===== src/rtl/core/bwg_pkg.sv =====
// Shared constants and types for the bilinear weight generator.
`timescale 1ns / 1ps

package bwg_pkg;

  // default parameter values
  localparam int FractionBitsDef = 16;
  localparam int AxisSizeBitsDef = 16;

  // fixed field widths
  localparam int PosW     = 32;
  localparam int SubW     = 32;
  localparam int WgtW     = 32;
  localparam int CfgIdxW  = 2;
  localparam int CfgDataW = 16;

  // configuration register indexes
  localparam logic [CfgIdxW-1:0] CfgSizeFirst  = 2'd0;
  localparam logic [CfgIdxW-1:0] CfgSizeSecond = 2'd1;

  localparam int SizeReset = 2;

  localparam logic [WgtW-1:0] WgtMax = 32'h7FFF_FFFF;
  localparam logic [WgtW-1:0] WgtMin = 32'h8000_0000;

  // per-stage load enables for the axis front end
  typedef struct packed {
    logic s1;
    logic s2;
  } bwg_adv_t;

endpackage


===== src/rtl/core/bwg_axis.sv =====
// One axis: low grid index (stage 1) and signed corner factors (stage 2).
`timescale 1ns / 1ps

module bwg_axis #(
  parameter int FractionBits = bwg_pkg::FractionBitsDef,
  parameter int AxisSizeBits = bwg_pkg::AxisSizeBitsDef,
  localparam int FacW = ((AxisSizeBits + FractionBits > 32) ?
                         AxisSizeBits + FractionBits : 32) + 2,
  localparam int MagW = FacW - 1
) (
  input  logic                    clk_i,
  input  bwg_pkg::bwg_adv_t       adv_i,
  input  logic [AxisSizeBits-1:0] size_i,
  input  logic signed [31:0]      pos_i,
  output logic [AxisSizeBits-1:0] idx_o,
  output logic                    neg_lo_o,
  output logic [MagW-1:0]         mag_lo_o,
  output logic                    neg_hi_o,
  output logic [MagW-1:0]         mag_hi_o
);
  import bwg_pkg::*;

  logic                    skip;
  logic [31:0]             quo, szm1, szm2;
  logic [AxisSizeBits-1:0] idx_d, idx_q;
  logic signed [31:0]      pos_q;
  logic                    skip_q;

  logic [FacW-1:0] l_ext, p_ext, fac_lo, fac_hi, nfac_lo, nfac_hi;
  logic            neg_lo_d, neg_hi_d;
  logic [MagW-1:0] mag_lo_d, mag_hi_d;

  assign skip = (size_i == AxisSizeBits'(1));

  // truncated index; negative positions clamp to zero, large ones to size - 2
  always_comb begin
    quo  = 32'(pos_i[PosW-1:FractionBits]);
    szm1 = 32'(size_i) - 32'd1;
    szm2 = 32'(size_i) - 32'd2;
    if (skip || pos_i[PosW-1]) begin
      idx_d = '0;
    end else if (quo >= szm1) begin
      idx_d = szm2[AxisSizeBits-1:0];
    end else begin
      idx_d = quo[AxisSizeBits-1:0];
    end
  end

  always_ff @(posedge clk_i) begin
    if (adv_i.s1) begin
      idx_q  <= idx_d;
      pos_q  <= pos_i;
      skip_q <= skip;
    end
  end

  assign idx_o = idx_q;

  // skipped axis weighs one half on both corners
  always_comb begin
    l_ext = FacW'(idx_q);
    p_ext = FacW'(pos_q);
    if (skip_q) begin
      fac_lo = FacW'(1) << (FractionBits - 1);
      fac_hi = FacW'(1) << (FractionBits - 1);
    end else begin
      fac_lo = ((l_ext + FacW'(1)) << FractionBits) - p_ext;
      fac_hi = p_ext - (l_ext << FractionBits);
    end
    nfac_lo  = -fac_lo;
    nfac_hi  = -fac_hi;
    neg_lo_d = fac_lo[FacW-1];
    neg_hi_d = fac_hi[FacW-1];
    mag_lo_d = neg_lo_d ? nfac_lo[MagW-1:0] : fac_lo[MagW-1:0];
    mag_hi_d = neg_hi_d ? nfac_hi[MagW-1:0] : fac_hi[MagW-1:0];
  end

  always_ff @(posedge clk_i) begin
    if (adv_i.s2) begin
      neg_lo_o <= neg_lo_d;
      mag_lo_o <= mag_lo_d;
      neg_hi_o <= neg_hi_d;
      mag_hi_o <= mag_hi_d;
    end
  end

endmodule

===== config.mk =====
export PLATFORM = sky130hd
export DESIGN_NAME = bwg_axis
export DESIGN_NICKNAME = d
export VERILOG_FILES = /design/src/rtl/core/bwg_pkg.sv /design/src/rtl/core/bwg_axis.sv
export SDC_FILE = /design/constraint.sdc
export NUM_CORES = 1
export LEC_CHECK = 0
export BUFFER_PORTS_ARGS = -buffer_cell sky130_fd_sc_hd__buf_4
export CORE_AREA = 2 2 164 166
export CTS_BUF_LIST = sky130_fd_sc_hd__clkbuf_2
export CTS_CLUSTER_DIAMETER = 80
export DETAILED_ROUTE_END_ITERATION = 16
export DIE_AREA = 0 0 166 168
export PLACE_DENSITY = 0.58
export SETUP_SLACK_MARGIN = 0.4
export SLEW_MARGIN = 20
export SYNTH_ARGS = -nofsm -noshare
export SYNTH_HDL_FRONTEND = slang
export SYNTH_SLANG_ARGS = --single-unit

===== constraint.sdc =====
create_clock -name clk_i -period 5.55 [get_ports clk_i]
set_clock_uncertainty 0.2 [all_clocks]
set_input_delay 0.8325 -clock clk_i [delete_from_list [all_inputs] [get_ports clk_i]]
set_output_delay 0.8325 -clock clk_i [all_outputs]
set_load 0.005 [all_outputs]

==> metrics <==
hold_ws=0.0659 ns; max layer used=met4; RD Place Congestion=0.893; maximum clock rate=220 MHz; VDD IR max=0.0000992 V; Layout Nets=1239; critical path required time=5.84 ns; Leak=4.46 nW; syn_nets=1120; dominant synthesized flop cell=edfxtp_1; Synth async-reset ratio=0%; first-pass GRT wire length=39600 µm; Sw Ratio=36.6%; I/O Pins=135; power share of the clock group=19.3%; Comb power frac=39.5%; design area=0.0109 mm²; Syn Area/Cell=9.23 µm²; initial cell density of the core=35.4%; Synth-to-Final Area Change=16.4%; Seq/Total Area, Yosys=37.4%; core area=0.0264 mm²; final setup violation count=0; Max Cap Viol=0; initial DRC count=508; CTS tree=built; area of the mapped netlist=0.00933 mm²; Crit Path Category=register to register; TritonRoute pass-1 iters=5; Worst slew margin=44.3%; total number of vias=7909; R2R depth=15; Worst Setup Start Kind=register; vias per cell=5.33; outcome=finished, final reports clean; post-CTS resize count=0; layout cells sized above 1=18.0%; Final period util=82.0%; critical path fanouts, max=7; die area=0.0279 mm²; PortBufs=134; Worst Tran Pin Value=0.836 ns; synthesis-stage register bit count=116; Tmin final=4.55 ns; total gr overflow=0; CTS root buffer=clkbuf_2; CP arrival=4.83 ns; Die Span Y=168 µm; wl on met1=10900 µm; Worst path max stage delay=0.47 ns; die span in x=166 µm; Final ANT Viol Nets=0; # rows=60; vias in the first global route=7531; power per cell area=262 mW/mm²; type of the worst min-delay path=primary input to register; Worst R2R End=mag_lo_o[32]$_DFFE_PP_; crit path cell chain=inv_1 > nor3_1 > and3_1 > nand2_1 > or3_1 > xnor2_1 > ha_1 > and2_0 > nand3b_1 > o31ai_1 > nor3b_1 > o211ai_1 > nor4_2 > a31o_1 > mux2_1; Area after DPL=0.0106 mm²; CP max stage cell=edfxtp_1; unrepaired setup endpoints after global routing=no; largest net degree at the start of global routing=68; initial antenna violation count=1; residual DRC count=0; Worst R2R Start=idx_o[2]$_SDFFCE_PP0P_; Hold Path End=pos_q[12]$_DFFE_PP_; clk_lat worst skew=0.72 ns; Internal=1.81 mW; clock buffer depth=2; Hold Path Origin=pos_i[12]; H-tree depth=4; CTS sink count=116; wire length on met3=1450 µm; Ys Warns=0; wire per inst=16.8 µm; R2R Setup Slk=1.00 ns; Flop pwr share=41.2%; final hold violation count=0; net switching power=1.04 mW; Final Slew Violations=0; Post-synth EDFFs=116; Core Util, Final=41.2%; Unique masters post-synth=87; total track usage=17.7%; worst slack, placed=0.596 ns; Final WS setup=1.00 ns; dpl hpwl=19700 µm; Setup TNS=0 ns; cts bufs inserted=17; crit end category=register; hold path depth=1; wire length on met2=12200 µm; clock slew at reported path FFs=0.21 ns; synthesized instance count=1010; WL final=25000 µm
-- cell families (layout without fill, tap and decap cells) --
group	Yosys count	after routing	synth area share, %
AND/OR/NAND/NOR	347	347	19.6
AO/OA/AOI/OAI	247	247	17.6
XOR/XNOR	120	120	11.3
flip-flops	116	116	37.4
buffers and inverters	113	245	5.29
adder cells (fa/ha/maj)	59	59	8.00
multiplexers	8	8	0.912
other	0	1	0
-- registers in the layout, summed over array words and instances, names as in the netlist --
register,cells
neg_lo_o,1
mag_hi_o,32
neg_hi_o,1
mag_lo_o,33
idx_o,16
skip_q,1
pos_q,32
-- per-stage QoR --
stage,total power [mW],std cells
global route,3.03,1484
detailed placement,2.32,1450
CTS,2.87,1482
finish,2.85,1484
global placement,2.31,1450
floorplan,1.92,1010
-- worst max-delay path, delay by kind of cell (launching register included) --
family / cells / cell delay [ns]
flops: 1 / 0.47
xor+xnor: 1 / 0.14
simple gates: 8 / 2.19
buf+inv: 1 / 0.09
compound gates: 3 / 0.51
fa+ha+maj: 1 / 0.42
mux: 1 / 0.31
-- how the worst max path moves through the flow --
stage | endpoint | startpoint | cells past startpoint
after floorplan | idx_o[3]$_SDFFCE_PP0P_ | size_i[7] | 13
after global placement | idx_o[13]$_SDFFCE_PP0P_ | size_i[7] | 14
after detailed placement | idx_o[12]$_SDFFCE_PP0P_ | size_i[7] | 14
after CTS | mag_lo_o[32]$_DFFE_PP_ | idx_o[2]$_SDFFCE_PP0P_ | 15
after global routing | mag_lo_o[12]$_DFFE_PP_ | idx_o[2]$_SDFFCE_PP0P_ | 19
final | mag_lo_o[32]$_DFFE_PP_ | idx_o[2]$_SDFFCE_PP0P_ | 15
-- power by group through the flow --
| stage | registers (mW) | clock network [mW] | logic, mW |
|---|---|---|---|
| finish | 1.17 | 0.550 | 1.12 |
| global route | 1.19 | 0.600 | 1.25 |
| CTS | 1.18 | 0.570 | 1.13 |
| detailed placement | 1.20 | 0 | 1.12 |
| global placement | 1.19 | 0 | 1.11 |
| floorplan | 1.17 | 0 | 0.748 |
-- cell usage in the layout, fill, tap and decap left out, types with 12 or more instances in the layout --
cell type | Yosys | final
clkbuf_2 | 2 | 19
xnor2_1 | 78 | 78
o21ai_0 | 45 | 45
nor2_1 | 105 | 105
nand3_1 | 25 | 25
or3_1 | 23 | 23
a21oi_1 | 70 | 70
a31oi_1 | 12 | 12
xor2_1 | 42 | 42
buf_4 | 2 | 144
nand2_1 | 63 | 63
ha_1 | 58 | 58
nor3_1 | 26 | 26
edfxtp_1 | 116 | 116
o31ai_1 | 13 | 13
a211oi_1 | 18 | 17
inv_1 | 68 | 68
a21o_1 | 22 | 22
-- what timing repair did --
action / 4_1_cts / 5_1_grt
setup endpoints to repair: 0 / 0
endpoints found under the hold margin: 0 / 1
setup buffers: 0 / 0
hold buffers: 0 / 1
-- cells in the mapped netlist (6+ instances only) --
cell | instances | share of area [%]
or2_2 | 8 | 0.54
xnor2_1 | 78 | 7.3
nand3_1 | 25 | 1.3
nand2_1 | 63 | 2.5
nor4_1 | 9 | 0.60
edfxtp_1 | 116 | 37
o211ai_1 | 6 | 0.48
and3_1 | 11 | 0.74
inv_1 | 68 | 2.7
o21a_1 | 11 | 0.89
a21oi_1 | 70 | 3.8
or4_1 | 7 | 0.56
nand2b_1 | 8 | 0.54
a31oi_1 | 12 | 0.81
nor3_1 | 26 | 1.4
a21o_1 | 22 | 1.8
nor2b_1 | 10 | 0.67
o21ai_0 | 45 | 2.4
o31ai_1 | 13 | 1.0
a211oi_1 | 18 | 1.4
clkbuf_1 | 29 | 1.2
nor2_1 | 105 | 4.2
xor2_1 | 42 | 3.9
nand4_1 | 7 | 0.47
or3_1 | 23 | 1.5
ha_1 | 58 | 7.8
and2_1 | 10 | 0.67
-- routing by layer --
layer | vias to the layer above | track usage [%]
li1 | 3925 | -
met5 | - | 0
met2 | 214 | 30.4
met3 | 35 | 4.09
met1 | 3735 | 22.1
met4 | 0 | 5.75
-- cell type report --
class / instances / area (µm²)
fillers: 2648 / 15500
multi-input cells: 781 / 5360
diodes: 1 / 2.50
flip-flops and latches: 116 / 3480
clock inverters: 13 / 136
well taps: 341 / 427
inverters: 68 / 255
repair buffers: 145 / 1090
clock buffers: 19 / 95.1
(Power assumes the default switching activity.)
